===== src/design/kcfe_pkg.sv =====
// Package: key codes and lookup tables for the keyboard encoder.
`timescale 1ns / 1ps
package kcfe_pkg;

    // Mode keys
    localparam logic [7:0] KEY_KANA_OFF     = 8'hf0;
    localparam logic [7:0] KEY_KANA_OFF_ALT = 8'h1d;
    localparam logic [7:0] KEY_KANA_ON      = 8'hf1;
    localparam logic [7:0] KEY_KANA_ON_ALT  = 8'h15;
    localparam logic [7:0] KEY_CAPS         = 8'h14;

    // Fixed control-byte keys
    localparam logic [7:0] KEY_CTL_LF   = 8'hf2;
    localparam logic [7:0] KEY_CTL_CAN  = 8'hf3;
    localparam logic [7:0] KEY_CTL_ACK  = 8'hf4;
    localparam logic [7:0] KEY_CTL_FS   = 8'hf5;
    localparam logic [7:0] KEY_CTL_US   = 8'hf6;
    localparam logic [7:0] KEY_CTL_DEL  = 8'hf7;
    localparam logic [7:0] KEY_IGN_LO   = 8'hf8;
    localparam logic [7:0] KEY_IGN_HI   = 8'hfc;

    localparam logic [7:0] BYTE_LF  = 8'h0a;
    localparam logic [7:0] BYTE_CAN = 8'h18;
    localparam logic [7:0] BYTE_ACK = 8'h06;
    localparam logic [7:0] BYTE_FS  = 8'h1c;
    localparam logic [7:0] BYTE_US  = 8'h1f;
    localparam logic [7:0] BYTE_DEL = 8'h7f;

    // Ctrl-@ is the one ctrl key that pushes a zero byte
    localparam logic [7:0] KEY_AT      = 8'hc0;
    localparam logic [7:0] KEY_LTR_LO  = 8'h41;
    localparam logic [7:0] KEY_LTR_HI  = 8'h5a;
    localparam logic [7:0] CTRL_OFFSET = 8'h40;
    localparam logic [7:0] CASE_OFFSET = 8'h20;
    localparam logic [7:0] SEVEN_MASK  = 8'h7f;

    function automatic logic [7:0] ctrl_lookup(input logic [7:0] c);
        logic [7:0] r;
        if (c >= KEY_LTR_LO && c <= KEY_LTR_HI) begin
            r = c - CTRL_OFFSET;
        end else begin
            case (c)
                8'hdb:   r = 8'h1b;
                8'hdc:   r = 8'h1c;
                8'hdd:   r = 8'h1d;
                8'hde:   r = 8'h1e;
                8'he2:   r = 8'h1f;
                8'hbf:   r = 8'h7f;
                default: r = 8'h00;
            endcase
        end
        return r;
    endfunction

    function automatic logic [7:0] kana_lookup(input logic [7:0] c, input logic sh);
        logic [7:0] r;
        case (c)
            8'h31:   r = 8'hc7;
            8'h32:   r = 8'hcc;
            8'h33:   r = sh ? 8'ha7 : 8'hb1;
            8'h34:   r = sh ? 8'ha9 : 8'hb3;
            8'h35:   r = sh ? 8'haa : 8'hb4;
            8'h36:   r = sh ? 8'hab : 8'hb5;
            8'h37:   r = sh ? 8'hac : 8'hd4;
            8'h38:   r = sh ? 8'had : 8'hd5;
            8'h39:   r = sh ? 8'hae : 8'hd6;
            8'h30:   r = sh ? 8'ha6 : 8'hdc;
            8'hbd:   r = 8'hce;
            8'hde:   r = 8'hcd;
            8'hdc:   r = 8'hb0;
            8'h51:   r = 8'hc0;
            8'h57:   r = 8'hc3;
            8'h45:   r = 8'hb2;
            8'h52:   r = 8'hbd;
            8'h54:   r = 8'hb6;
            8'h59:   r = 8'hdd;
            8'h55:   r = 8'hc5;
            8'h49:   r = 8'hc6;
            8'h4f:   r = 8'hd7;
            8'h50:   r = 8'hbe;
            8'hc0:   r = 8'hde;
            8'hdb:   r = sh ? 8'ha2 : 8'hdf;
            8'h41:   r = 8'hc1;
            8'h53:   r = 8'hc4;
            8'h44:   r = 8'hbc;
            8'h46:   r = 8'hca;
            8'h47:   r = 8'hb7;
            8'h48:   r = 8'hb8;
            8'h4a:   r = 8'hcf;
            8'h4b:   r = 8'hc9;
            8'h4c:   r = 8'hd8;
            8'hbb:   r = 8'hda;
            8'hba:   r = 8'hb9;
            8'hdd:   r = sh ? 8'ha3 : 8'hd1;
            8'h5a:   r = sh ? 8'haf : 8'hc2;
            8'h58:   r = 8'hbb;
            8'h43:   r = 8'hbf;
            8'h56:   r = 8'hcb;
            8'h42:   r = 8'hba;
            8'h4e:   r = 8'hd0;
            8'h4d:   r = 8'hd3;
            8'hbc:   r = sh ? 8'ha4 : 8'hc8;
            8'hbe:   r = sh ? 8'ha1 : 8'hd9;
            8'hbf:   r = sh ? 8'ha5 : 8'hd2;
            8'he2:   r = 8'hdb;
            default: r = 8'h00;
        endcase
        return r;
    endfunction

    function automatic logic [7:0] ascii_lookup(input logic [7:0] c, input logic sh,
                                                input logic cp);
        logic [7:0] r;
        if (c >= KEY_LTR_LO && c <= KEY_LTR_HI) begin
            r = (cp ^ sh) ? c : c + CASE_OFFSET;
        end else begin
            case (c)
                8'h31:   r = sh ? 8'h21 : 8'h31;
                8'h32:   r = sh ? 8'h22 : 8'h32;
                8'h33:   r = sh ? 8'h23 : 8'h33;
                8'h34:   r = sh ? 8'h24 : 8'h34;
                8'h35:   r = sh ? 8'h25 : 8'h35;
                8'h36:   r = sh ? 8'h26 : 8'h36;
                8'h37:   r = sh ? 8'h27 : 8'h37;
                8'h38:   r = sh ? 8'h28 : 8'h38;
                8'h39:   r = sh ? 8'h29 : 8'h39;
                8'h30:   r = sh ? 8'h00 : 8'h30;
                8'h20:   r = 8'h20;
                8'h08:   r = 8'h08;
                8'h09:   r = 8'h09;
                8'h0d:   r = 8'h0d;
                8'h1b:   r = 8'h1b;
                8'h2e:   r = 8'h7f;
                8'hbd:   r = sh ? 8'h3d : 8'h2d;
                8'hde:   r = sh ? 8'h7e : 8'h5e;
                8'hdc:   r = sh ? 8'h7c : 8'h5c;
                8'hc0:   r = sh ? 8'h60 : 8'h40;
                8'hdb:   r = sh ? 8'h7b : 8'h5b;
                8'hdd:   r = sh ? 8'h7d : 8'h5d;
                8'hbb:   r = sh ? 8'h2b : 8'h3b;
                8'hba:   r = sh ? 8'h2a : 8'h3a;
                8'hbc:   r = sh ? 8'h3c : 8'h2c;
                8'hbe:   r = sh ? 8'h3e : 8'h2e;
                8'hbf:   r = sh ? 8'h3f : 8'h2f;
                8'he2:   r = sh ? 8'h5f : 8'h5c;
                default: r = 8'h00;
            endcase
        end
        return r;
    endfunction

endpackage


===== src/design/kcfe_if.sv =====
// Interfaces: input item channel and result item channel of the keyboard encoder.
`timescale 1ns / 1ps
interface kcfe_in_if;
    logic       valid;
    logic       ready;
    logic       func;
    logic [7:0] key_code;
    logic       key_repeat;
    logic       shift_held;
    logic       ctrl_held;

    modport source (output valid, func, key_code, key_repeat, shift_held, ctrl_held,
                    input ready);
    modport sink   (input valid, func, key_code, key_repeat, shift_held, ctrl_held,
                    output ready);
endinterface

interface kcfe_out_if #(parameter int OCC_W = 5);
    logic             valid;
    logic             ready;
    logic [7:0]       read_byte;
    logic             read_valid;
    logic [OCC_W-1:0] bytes_held;
    logic             kana_mode_now;
    logic             caps_now;
    logic             byte_dropped;

    modport source (output valid, read_byte, read_valid, bytes_held, kana_mode_now,
                    caps_now, byte_dropped, input ready);
    modport sink   (input valid, read_byte, read_valid, bytes_held, kana_mode_now,
                    caps_now, byte_dropped, output ready);
endinterface


===== src/design/keycode_to_char_encoder_fifo_core.sv =====
// Top level: key code to character encoder with a byte queue.
`timescale 1ns / 1ps
// Takes one item per clock unless stalled: a key press is decoded and its byte pushed
// into a circular queue of QUEUE_DEPTH bytes (the oldest byte is overwritten when full),
// a read pops the oldest byte. Each item yields one result in the next cycle; the
// decode, the single queue write port and the registered queue read all fit in that
// cycle, so the sustained rate is one item per cycle. The input is ready whenever the
// result register is empty or being taken in the same cycle. The result channel's OCC_W
// must be $clog2(QUEUE_DEPTH + 1). The kana width register resets to 8-bit kana output.
module keycode_to_char_encoder_fifo_core
    import kcfe_pkg::*;
#(
    parameter int QUEUE_DEPTH = 16
) (
    input  logic              i_clk,
    input  logic              i_rst_n,
    input  logic              i_cfg_we,
    input  logic              i_cfg_wdata,
    kcfe_in_if.sink           i_in,
    kcfe_out_if.source        o_out
);

    localparam int PTR_W = $clog2(QUEUE_DEPTH);
    localparam int OCC_W = $clog2(QUEUE_DEPTH + 1);
    localparam logic [PTR_W-1:0] PTR_LAST = PTR_W'(QUEUE_DEPTH - 1);
    localparam logic [OCC_W-1:0] OCC_FULL = OCC_W'(QUEUE_DEPTH);
    localparam logic [OCC_W-1:0] OCC_ONE  = OCC_W'(1);

    logic [7:0]       r_mem [QUEUE_DEPTH];
    logic             r_kana_eight_bit;
    logic             r_kana_mode, n_kana_mode;
    logic             r_caps, n_caps;
    logic [PTR_W-1:0] r_rd_ptr, n_rd_ptr;
    logic [PTR_W-1:0] r_wr_ptr, n_wr_ptr;
    logic [OCC_W-1:0] r_occ, n_occ;

    logic             r_out_valid;
    logic [7:0]       r_out_byte;
    logic             r_out_read_valid;
    logic [OCC_W-1:0] r_out_occ;
    logic             r_out_kana;
    logic             r_out_caps;
    logic             r_out_dropped;

    logic       accept;
    logic       pop;
    logic       push;
    logic       dropped;
    logic [7:0] push_byte;
    logic       mode_key;
    logic [7:0] ctrl_byte;
    logic [7:0] kana_byte;
    logic [7:0] ascii_byte;

    assign i_in.ready = !r_out_valid || o_out.ready;
    assign accept     = i_in.valid && i_in.ready;

    // Press decode, in priority order
    always_comb begin
        ctrl_byte  = ctrl_lookup(i_in.key_code);
        kana_byte  = kana_lookup(i_in.key_code, i_in.shift_held);
        ascii_byte = ascii_lookup(i_in.key_code, i_in.shift_held, r_caps);
        if (!r_kana_eight_bit) begin
            kana_byte = kana_byte & SEVEN_MASK;
        end
        mode_key = (i_in.key_code == KEY_KANA_OFF) || (i_in.key_code == KEY_KANA_OFF_ALT) ||
                   (i_in.key_code == KEY_KANA_ON)  || (i_in.key_code == KEY_KANA_ON_ALT)  ||
                   (i_in.key_code == KEY_CAPS);
        n_kana_mode = r_kana_mode;
        n_caps      = r_caps;
        push        = 1'b0;
        push_byte   = 8'h00;
        if (mode_key) begin
            // autorepeat of a mode key does nothing
            if (!i_in.key_repeat) begin
                if (i_in.key_code == KEY_KANA_OFF || i_in.key_code == KEY_KANA_OFF_ALT) begin
                    n_kana_mode = 1'b0;
                end else if (i_in.key_code == KEY_KANA_ON ||
                             i_in.key_code == KEY_KANA_ON_ALT) begin
                    n_kana_mode = 1'b1;
                end else begin
                    n_caps = !r_caps;
                end
            end
        end else if (i_in.key_code >= KEY_CTL_LF && i_in.key_code <= KEY_CTL_DEL) begin
            push = 1'b1;
            case (i_in.key_code)
                KEY_CTL_LF:  push_byte = BYTE_LF;
                KEY_CTL_CAN: push_byte = BYTE_CAN;
                KEY_CTL_ACK: push_byte = BYTE_ACK;
                KEY_CTL_FS:  push_byte = BYTE_FS;
                KEY_CTL_US:  push_byte = BYTE_US;
                default:     push_byte = BYTE_DEL;
            endcase
        end else if (i_in.key_code >= KEY_IGN_LO && i_in.key_code <= KEY_IGN_HI) begin
            push = 1'b0;
        end else if (i_in.ctrl_held && (ctrl_byte != 8'h00 || i_in.key_code == KEY_AT)) begin
            push      = 1'b1;
            push_byte = ctrl_byte;
        end else if (r_kana_mode && kana_byte != 8'h00) begin
            push      = 1'b1;
            push_byte = kana_byte;
        end else if (ascii_byte != 8'h00) begin
            push      = 1'b1;
            push_byte = ascii_byte;
        end
        // a read leaves the mode flags alone
        if (i_in.func) begin
            push        = 1'b0;
            n_kana_mode = r_kana_mode;
            n_caps      = r_caps;
        end
    end

    // Queue pointers and occupancy
    always_comb begin
        pop      = i_in.func && (r_occ != '0);
        dropped  = push && (r_occ == OCC_FULL);
        n_rd_ptr = r_rd_ptr;
        n_wr_ptr = r_wr_ptr;
        n_occ    = r_occ;
        if (pop || dropped) begin
            n_rd_ptr = (r_rd_ptr == PTR_LAST) ? '0 : r_rd_ptr + 1'b1;
        end
        if (push) begin
            n_wr_ptr = (r_wr_ptr == PTR_LAST) ? '0 : r_wr_ptr + 1'b1;
        end
        if (pop) begin
            n_occ = r_occ - OCC_ONE;
        end else if (push && !dropped) begin
            n_occ = r_occ + OCC_ONE;
        end
    end

    always_ff @(posedge i_clk) begin
        if (!i_rst_n) begin
            r_kana_eight_bit <= 1'b1;
            r_kana_mode      <= 1'b0;
            r_caps           <= 1'b0;
            r_rd_ptr         <= '0;
            r_wr_ptr         <= '0;
            r_occ            <= '0;
            r_out_valid      <= 1'b0;
        end else begin
            if (i_cfg_we) begin
                r_kana_eight_bit <= i_cfg_wdata;
            end
            if (accept) begin
                r_kana_mode <= n_kana_mode;
                r_caps      <= n_caps;
                r_rd_ptr    <= n_rd_ptr;
                r_wr_ptr    <= n_wr_ptr;
                r_occ       <= n_occ;
                r_out_valid <= 1'b1;
            end else if (o_out.ready) begin
                r_out_valid <= 1'b0;
            end
        end
    end

    // Queue memory and result payload
    always_ff @(posedge i_clk) begin
        if (accept && push) begin
            r_mem[r_wr_ptr] <= push_byte;
        end
        if (accept) begin
            r_out_byte       <= pop ? r_mem[r_rd_ptr] : 8'h00;
            r_out_read_valid <= pop;
            r_out_occ        <= n_occ;
            r_out_kana       <= n_kana_mode;
            r_out_caps       <= n_caps;
            r_out_dropped    <= dropped;
        end
    end

    assign o_out.valid         = r_out_valid;
    assign o_out.read_byte     = r_out_byte;
    assign o_out.read_valid    = r_out_read_valid;
    assign o_out.bytes_held    = r_out_occ;
    assign o_out.kana_mode_now = r_out_kana;
    assign o_out.caps_now      = r_out_caps;
    assign o_out.byte_dropped  = r_out_dropped;

    a_occ_bound: assert property (@(posedge i_clk) disable iff (!i_rst_n)
        r_occ <= OCC_FULL)
        else $error("queue occupancy above depth");

    a_empty_ptrs: assert property (@(posedge i_clk) disable iff (!i_rst_n)
        (r_occ == '0) |-> (r_rd_ptr == r_wr_ptr))
        else $error("empty queue with unequal pointers");

    a_drop_full: assert property (@(posedge i_clk) disable iff (!i_rst_n)
        (r_out_valid && r_out_dropped) |-> (r_out_occ == OCC_FULL))
        else $error("dropped byte while queue not full");

    a_pop_nodrop: assert property (@(posedge i_clk) disable iff (!i_rst_n)
        (r_out_valid && r_out_read_valid) |-> !r_out_dropped)
        else $error("read and drop in one item");

    a_empty_read: assert property (@(posedge i_clk) disable iff (!i_rst_n)
        (accept && i_in.func && r_occ == '0) |=> (r_occ == '0 && $stable(r_rd_ptr)))
        else $error("empty read changed queue state");

endmodule


===== src/flat_wrapper.sv =====
// flat-port wrapper written by rule: the top's interface ports become plain ports
module keycode_to_char_encoder_fifo_core_flat import kcfe_pkg::*;
#(
    parameter int QUEUE_DEPTH = 16
)
  (i_clk, i_rst_n, i_cfg_we, i_cfg_wdata, i_in_valid, i_in_func, i_in_key_code, i_in_key_repeat, i_in_shift_held, i_in_ctrl_held, i_in_ready, o_out_valid, o_out_read_byte, o_out_read_valid, o_out_bytes_held, o_out_kana_mode_now, o_out_caps_now, o_out_byte_dropped, o_out_ready);
  kcfe_in_if i_in_i ();
  kcfe_out_if #(.OCC_W(($clog2(QUEUE_DEPTH + 1)))) o_out_i ();
  input  logic i_clk;
  input  logic i_rst_n;
  input  logic i_cfg_we;
  input  logic i_cfg_wdata;
  input wire logic [$bits(i_in_i.valid)-1:0] i_in_valid;
  input wire logic [$bits(i_in_i.func)-1:0] i_in_func;
  input wire logic [$bits(i_in_i.key_code)-1:0] i_in_key_code;
  input wire logic [$bits(i_in_i.key_repeat)-1:0] i_in_key_repeat;
  input wire logic [$bits(i_in_i.shift_held)-1:0] i_in_shift_held;
  input wire logic [$bits(i_in_i.ctrl_held)-1:0] i_in_ctrl_held;
  output wire logic [$bits(i_in_i.ready)-1:0] i_in_ready;
  output wire logic [$bits(o_out_i.valid)-1:0] o_out_valid;
  output wire logic [$bits(o_out_i.read_byte)-1:0] o_out_read_byte;
  output wire logic [$bits(o_out_i.read_valid)-1:0] o_out_read_valid;
  output wire logic [$bits(o_out_i.bytes_held)-1:0] o_out_bytes_held;
  output wire logic [$bits(o_out_i.kana_mode_now)-1:0] o_out_kana_mode_now;
  output wire logic [$bits(o_out_i.caps_now)-1:0] o_out_caps_now;
  output wire logic [$bits(o_out_i.byte_dropped)-1:0] o_out_byte_dropped;
  input wire logic [$bits(o_out_i.ready)-1:0] o_out_ready;
  assign i_in_i.valid = i_in_valid;
  assign i_in_i.func = i_in_func;
  assign i_in_i.key_code = i_in_key_code;
  assign i_in_i.key_repeat = i_in_key_repeat;
  assign i_in_i.shift_held = i_in_shift_held;
  assign i_in_i.ctrl_held = i_in_ctrl_held;
  assign i_in_ready = i_in_i.ready;
  assign o_out_valid = o_out_i.valid;
  assign o_out_read_byte = o_out_i.read_byte;
  assign o_out_read_valid = o_out_i.read_valid;
  assign o_out_bytes_held = o_out_i.bytes_held;
  assign o_out_kana_mode_now = o_out_i.kana_mode_now;
  assign o_out_caps_now = o_out_i.caps_now;
  assign o_out_byte_dropped = o_out_i.byte_dropped;
  assign o_out_i.ready = o_out_ready;
  keycode_to_char_encoder_fifo_core #(.QUEUE_DEPTH(QUEUE_DEPTH)) u_core (.i_clk(i_clk), .i_rst_n(i_rst_n), .i_cfg_we(i_cfg_we), .i_cfg_wdata(i_cfg_wdata), .i_in(i_in_i), .o_out(o_out_i));
endmodule

===== config.mk =====
export PLATFORM = sky130hd
export DESIGN_NAME = keycode_to_char_encoder_fifo_core_flat
export DESIGN_NICKNAME = d
export VERILOG_FILES = /design/src/design/kcfe_pkg.sv /design/src/design/kcfe_if.sv /design/src/design/keycode_to_char_encoder_fifo_core.sv /design/src/flat_wrapper.sv
export SDC_FILE = /design/constraint.sdc
export NUM_CORES = 1
export LEC_CHECK = 0
export BUFFER_PORTS_ARGS = -buffer_cell sky130_fd_sc_hd__buf_2
export CAP_MARGIN = 5
export CORE_UTILIZATION = 55
export CTS_CLUSTER_DIAMETER = 60
export DETAILED_ROUTE_END_ITERATION = 6
export MAX_ROUTING_LAYER = met4
export PLACE_DENSITY = 0.76
export SETUP_SLACK_MARGIN = 0.3
export SYNTH_ARGS = -nofsm -noshare
export SYNTH_HDL_FRONTEND = slang
export SYNTH_SLANG_ARGS = --single-unit

===== constraint.sdc =====
create_clock -name i_clk -period 4.65 [get_ports i_clk]
set_input_delay 0.465 -clock i_clk [delete_from_list [all_inputs] [get_ports i_clk]]
set_output_delay 0.465 -clock i_clk [all_outputs]
set_load 0.01 [all_outputs]

==> results of run 1 <==
==> cell type report <==
cell class	instances	area [um2]	share of cell area
Inverter	21	78.83	0.007371
Timing Repair Buffer	99	678.2	0.06341
Clock inverter	15	205.2	0.01919
Tap cell	220	275.3	0.02574
Antenna cell	2	5.005	0.0004680
Sequential cell	162	4696	0.4391
Multi-Input combinational cell	563	4330	0.4049
Clock buffer	17	425.4	0.03978
==> cells by family (layout without fill, tap and decap cells) <==
group                    Yosys count  count (layout)
AND/OR/NAND/NOR                  288             288
AO/OA/AOI/OAI                    188             188
flip-flops                       162             162
buffers and inverters             88             152
multiplexers                      61              61
adder cells (fa/ha/maj)           13              13
XOR/XNOR                          13              13
other                              0               2
==> worst paths after layout <==
path	depth (start not counted)	to	slack, ns
min reg2reg	2	u_core.r_occ[3]	0.52
max	12	u_core.r_mem[3][4]	0.82
max reg2reg	8	u_core.r_mem[3][4]	1.52
min	3	u_core.r_kana_eight_bit	0.27
==> layer usage <==
layer | vias to the layer above | part of all wire | GRT usage | wire, um
met4 | 0 | 0.038 | 0.1354 | 1190
met2 | 690 | 0.45 | 0.5620 | 14360
met3 | 114 | 0.12 | 0.1023 | 3949
met1 | 3858 | 0.38 | 0.5205 | 12200
met5 | - | 0 | - | 0
li1 | 3327 | - | - | -
==> cell usage in the layout, fill, tap and decap left out, drive strengths merged, types with 23 or more instances in the layout <==
cell    netlist  final
a21oi        38     38
and3         23     23
buf          34     99
edfxtp      145    145
inv          17     25
mux4         40     40
nand2        53     53
nand3        27     27
nor2         48     48
nor3         24     24
o21ai        33     33
==> state kept, by name, summed over array words and instances (netlist names) <==
signal                      flops
u_core.o_out.byte_dropped       1
u_core.r_rd_ptr                 4
u_core.o_out.read_valid         1
u_core.r_kana_mode              1
u_core.o_out.caps_now           1
u_core.r_occ                    5
u_core.r_mem                  128
u_core.o_out.read_byte          8
u_core.r_kana_eight_bit         1
u_core.o_out.kana_mode_now      1
u_core.r_wr_ptr                 4
u_core.r_caps                   1
u_core.o_out.bytes_held         5
u_core.o_out.valid              1
==> worst register-to-register path: cells and delay by family, from the launching register on <==
kind / cells / cell delay, ns
flops: 1 / 0.36
compound gates: 3 / 0.64
xor+xnor: 1 / 0.60
simple gates: 4 / 1.15
==> power groups by stage <==
| stage | clock network, mW | registers (mW) | logic (mW) |
|---|---|---|---|
| after floorplan | 0 | 1.71 | 0.402 |
| after global placement | 0 | 1.73 | 0.599 |
| after detailed placement | 0 | 1.73 | 0.609 |
| after CTS | 1.48 | 1.70 | 0.616 |
| after global routing | 1.54 | 1.70 | 0.668 |
| final | 1.48 | 1.70 | 0.635 |
==> flow_summary_export.csv, run 1 <==
group,metric,value,unit
hold_path,min_path_type,"in -> reg",
logic_synthesis,synth_compound_area_frac,0.1401,
global_routing,grt_pass1_wl,48.20,mm
route,finalWirelength,31.70,mm
layout,finalNonFillerCells,1099,
global_routing,antenna_found_initial,2,
critical_path,required,4.71,ns
critical_path,path_cells,"buf_2 -> inv_1 -> ha_1 -> nand4b_1 -> o22ai_1 -> a31oi_1 -> o2111ai_1 -> o32a_1 -> or3_4 -> o211a_1 -> nand2_2 -> nor3_1",
route,drt_iter0_markers,1238,
power_and_ir_drop,leakagePower,3.709,nW
clock_network,cts_made_buffers,17,
power_and_ir_drop,total_power,3.814,mW
power_and_ir_drop,combPwrFrac,0.166,
route,via_count,7989,
timing,finalSetupTns,0,ns
critical_path,crit_fanout,15,
critical_path,cp-startpoint,"i_in_key_code[7]",
layout,final_area,10690,um2
clock_network,clk_latency,0.44,ns
timing,hold_viol,0,
critical_path,reg2reg_from,"u_core.r_caps",
timing,skew,0.01206,ns
floorplan,die_w,132.8,um
clock_network,cts-root-buf,"clkbuf_16",
critical_path,slowest_delay,0.81,ns
logic_synthesis,syn_area,9413,um2
layout,drive_above_1_share,0.2246,
placement,placed_area,10060,um2
layout,layout.nets,895,
timing,final-max-slew-violation-count,0,
clock_network,cts_max_path_buffers,2,
global_routing,grt_max_degree,34,
global_routing,grt_pass1_vias,7745,
critical_path,crit_type,"in -> reg",
logic_synthesis,synth_edf_count,145,
logic_synthesis,yosysSeqAreaShare,0.4987,
logic_synthesis,synthCells,813,
run,drv_cap,0,
hold_path,hp-start,"i_cfg_wdata",
clock_network,hold_buffers,0,
timing,period_share,0.8229,
logic_synthesis,yosys.area_share.xor_xnor,0.01210,
floorplan,die_h,132.8,um
timing,finalSetupViolations,0,
floorplan,pin_count,37,
global_routing,grt_use_total,0.3855,
floorplan,rows,47,
placement,port_buffers,36,
floorplan,start_util,0.5656,
logic_synthesis,synthTopCellsByArea,"edfxtp_1 (46%), mux4_2 (9.6%), dfxtp_1 (3.6%)",
floorplan,die-area,17640,um2
logic_synthesis,yosys.area_share.simple,0.1721,
route,viasPerCell,7.269,
critical_path,start_kind,"primary input",
clock_network,clock_sinks,162,
clock_network,h-tree-depth,4,
route,drc_errors,0,
power_and_ir_drop,pwr-share-seq,0.445,
critical_path,path_delay_family,"simple AND/OR/NAND/NOR gates",
timing,fin_crit,3.827,ns
logic_synthesis,async_flop_share,0,
clock_network,postCtsSetupBuffers,0,
logic_synthesis,synth_flop_cell,"edfxtp_1",
power_and_ir_drop,switching_share,0.2962,
layout,fin_util,0.6426,
timing,worst_pin_slew,1.259,ns
logic_synthesis,synth_top_area_frac,0.4626,
route,ant_nets,0,
layout,fillers,1242,
critical_path,end_kind,"register",
power_and_ir_drop,p_per_area,356.7,nW/um2
layout,area_growth,13.61,%
clock_network,clk_pin_slew,0.07,ns
critical_path,cp_num_buf_inv,2,
critical_path,slowest_stage,"nor3_1",
placement,place_congestion,1.107,
timing,setup_slack,0.8233,ns
logic_synthesis,ys_seq_elements,162,
placement,dp_cells,1065,
power_and_ir_drop,intPower,2.684,mW
logic_synthesis,ys_types,83,
logic_synthesis,ys_top_cells_by_count,"edfxtp_1 (145), nand2_1 (52), nor2_1 (48), mux4_2 (40), a21oi_1 (38)",
logic_synthesis,yosysMostFrequentCell,"edfxtp_1",
logic_synthesis,avgSynthCellArea,11.58,um2
logic_synthesis,ys.warnings.count,0,
timing,max_freq,0.2613,GHz
route,wl_per_cell,28.84,um
clock_network,cts_tree,"built",
timing,slew_headroom,0.1594,
placement,place_ws,0.5383,ns
logic_synthesis,synthAdderAreaFrac,0.01728,
route,dr.pass1.iters,6,
timing,hold_slack,0.2668,ns
global_routing,overflow,0,
logic_synthesis,synth_top_family_by_area,"simple AND/OR/NAND/NOR gates",
critical_path,worstPathArrival,3.89,ns
outcome,outcome,"completed",
logic_synthesis,yosys.area.top_type,"edfxtp_1",
placement,place_hpwl,21.92,mm
logic_synthesis,synth_mux_area_frac,0.1184,
clock_network,ctsResizeCount,0,
power_and_ir_drop,irDropWorstVdd,0.2600,mV
power_and_ir_drop,p_sw,1.130,mW
floorplan,core_area,16640,um2
timing,rsz0062_at_grt,"false",
logic_synthesis,synth_fp_nets,844,
power_and_ir_drop,clkPwrFrac,0.388,
(Power assumes the default switching activity.)
==> run 2: changes to the inputs <==
Clock period 4.65 ns to 3.7 ns, I/O delays scaled along.
==> flow_summary_export.csv, run 2 (synthesis gave the netlist of run 1 again) <==
group,metric,value,unit
power_and_ir_drop,p_per_area,427.5,nW/um2
route,wl_per_cell,27.26,um
layout,regArea,4696,um2
route,dr.pass1.iters,7,
layout,fillers,1131,
route,via_count,8085,
global_routing,grt_use_total,0.3785,
layout,multi_input_area,4373,um2
placement,place_hpwl,22.10,mm
timing,final-max-slew-violation-count,0,
layout,num_antenna_cells,0,
route,drt_iter0_markers,1062,
timing,period_share,0.8870,
route,finalWirelength,31.38,mm
run,drv_cap,0,
timing,finalSetupViolations,0,
timing,max_freq,0.3047,GHz
clock_network,hold_buffers,0,
outcome,violations,"DRC",
floorplan,rows,47,
global_routing,grt_max_degree,50,
critical_path,start_kind,"primary input",
placement,place_congestion,1.046,
route,ant_nets,0,
layout,drive_above_1_share,0.2793,
timing,hold_viol,0,
critical_path,end_kind,"register",
floorplan,core_area,16640,um2
clock_network,cts_made_buffers,17,
critical_path,slowest_stage,"o41a_1",
placement,port_buffers,36,
global_routing,grt_pass1_vias,7953,
layout,finalNonFillerCells,1151,
critical_path,worstPathArrival,3.59,ns
placement,dp_cells,1119,
layout,top_register,"u_core.r_mem",
clock_network,clk_latency,0.43,ns
power_and_ir_drop,total_power,4.832,mW
critical_path,endpoint,"u_core.r_rd_ptr[1]",
timing,fin_crit,3.282,ns
critical_path,crit_fanout,13,
floorplan,start_util,0.5656,
power_and_ir_drop,leakagePower,4.018,nW
critical_path,r2r_cells,9,
timing,worst_pin_slew,0.7845,ns
layout,area_growth,20.07,%
power_and_ir_drop,irDropWorstVdd,0.4190,mV
route,drc_errors,1,
critical_path,reg2reg_from,"u_core.r_occ[0]",
floorplan,die_w,132.8,um
critical_path,slowest_delay,0.48,ns
clock_network,h-tree-depth,4,
global_routing,overflow,0,
critical_path,required,4.01,ns
timing,slew_headroom,0.4697,
layout,layout.nets,950,
timing,rsz0062_at_grt,"false",
critical_path,path_cells,"buf_2 -> inv_1 -> ha_2 -> nand3_1 -> nor2_1 -> a211o_1 -> nand2b_1 -> o41a_1 -> buf_4 -> buf_4 -> o31ai_1 -> nand3_1 -> mux2i_1 -> nor2_1",
timing,skew,0.01113,ns
hold_path,min_path_type,"in -> reg",
critical_path,r2r_slack,0.97,ns
outcome,outcome,"complete, but fails checks",
floorplan,pin_count,37,
clock_network,clk_pin_slew,0.07,ns
global_routing,antenna_found_initial,0,
critical_path,crit_type,"in -> reg",
floorplan,die-area,17640,um2
clock_network,cts-root-buf,"clkbuf_16",
layout,final_common_cell,"edfxtp_1",
layout,layout_common_cells,"edfxtp_1 (145), buf_4 (102), nand2_1 (52), nor2_1 (48), mux4_2 (40)",
critical_path,cp-startpoint,"i_in_key_code[6]",
clock_network,cts_tree,"built",
clock_network,cts_max_path_buffers,2,
global_routing,grt_pass1_wl,47.75,mm
route,viasPerCell,7.024,
clock_network,clock_sinks,162,
critical_path,r2r-end,"u_core.r_rd_ptr[1]",
layout,largest_reg_flops,128,
floorplan,die_h,132.8,um
==> run 2: changes by cell type in the layout (fill, tap and decap cells not counted), sizes merged <==
cell / change
buf: +55
clkinv: -2
diode: -2
bufinv: +1
==> run 2: what timing repair did <==
| action | CTS | global route |
|---|---|---|
| buffers inserted | 0 | 1 |
| resized for setup | 0 | 7 |
| setup endpoints to repair | 0 | 136 |
==> run 2: worst max-delay path, delay by kind of cell <==
kind / cells / cell delay [ns]
multiplexers: 1 / 0.25
AO/OA/AOI/OAI: 3 / 1.29
buffers and inverters: 4 / 0.56
AND/OR/NAND/NOR: 5 / 0.83
adder cells (fa/ha/maj): 1 / 0.27
==> run 2: worst min path at each step <==
| stage | start | to | slack, ns | cells after the start |
|---|---|---|---|---|
| after detailed placement | u_core.r_kana_eight_bit | u_core.r_kana_eight_bit | 0.51 | 2 |
| after global placement | u_core.o_out.valid | u_core.o_out.valid | 0.50 | 2 |
| final | i_in_valid | u_core.o_out.valid | 0.19 | 3 |
| after floorplan | u_core.r_kana_eight_bit | u_core.r_kana_eight_bit | 0.44 | 2 |
| after CTS | i_cfg_wdata | u_core.r_kana_eight_bit | 0.19 | 3 |
| after global routing | i_cfg_wdata | u_core.r_kana_eight_bit | 0.19 | 3 |
==> run 2: area by class of cell <==
cell class	instances	area share
clock buffer	17	0.03764
tap	220	0.02436
clock inverter	14	0.01661
sequential	162	0.4155
multi-input combinational	563	0.3869
inverter	21	0.006974
timing repair buffer	154	0.1120
==> run 2: layer usage <==
layer  share of wire  vias to the layer above  global-route usage
li1                -                     3426                   -
met5               0                        -                   -
met3           0.088                      133             0.06284
met2            0.49                      597              0.6207
met1            0.35                     3929              0.4336
met4           0.066                        0              0.2356
==> run 2: where the power goes <==
group | internal [mW] | switching (mW) | leakage [nW]
logic | 0.374 | 0.518 | 2.24
clock network | 1.03 | 0.791 | 0.301
registers | 2.08 | 0.0439 | 1.48
==> run 2: stage by stage <==
| stage | hold slack, ns | setup TNS [ns] | cell area (um2) | util | setup WS (ns) |
|---|---|---|---|---|---|
| after floorplan | 0.4355 | 0 | 9427 | - | 0.3190 |
| after global placement | 0.4987 | 0 | 10650 | 0.6401 | 0.004000 |
| after detailed placement | 0.5078 | -6.212 | 10650 | 0.6401 | -0.08088 |
| after CTS | 0.1904 | 0 | 11270 | 0.6769 | 0.3442 |
| after global routing | 0.1895 | 0 | 11300 | 0.6791 | 0.3016 |
| final | 0.1947 | 0 | 11300 | 0.6791 | 0.4182 |
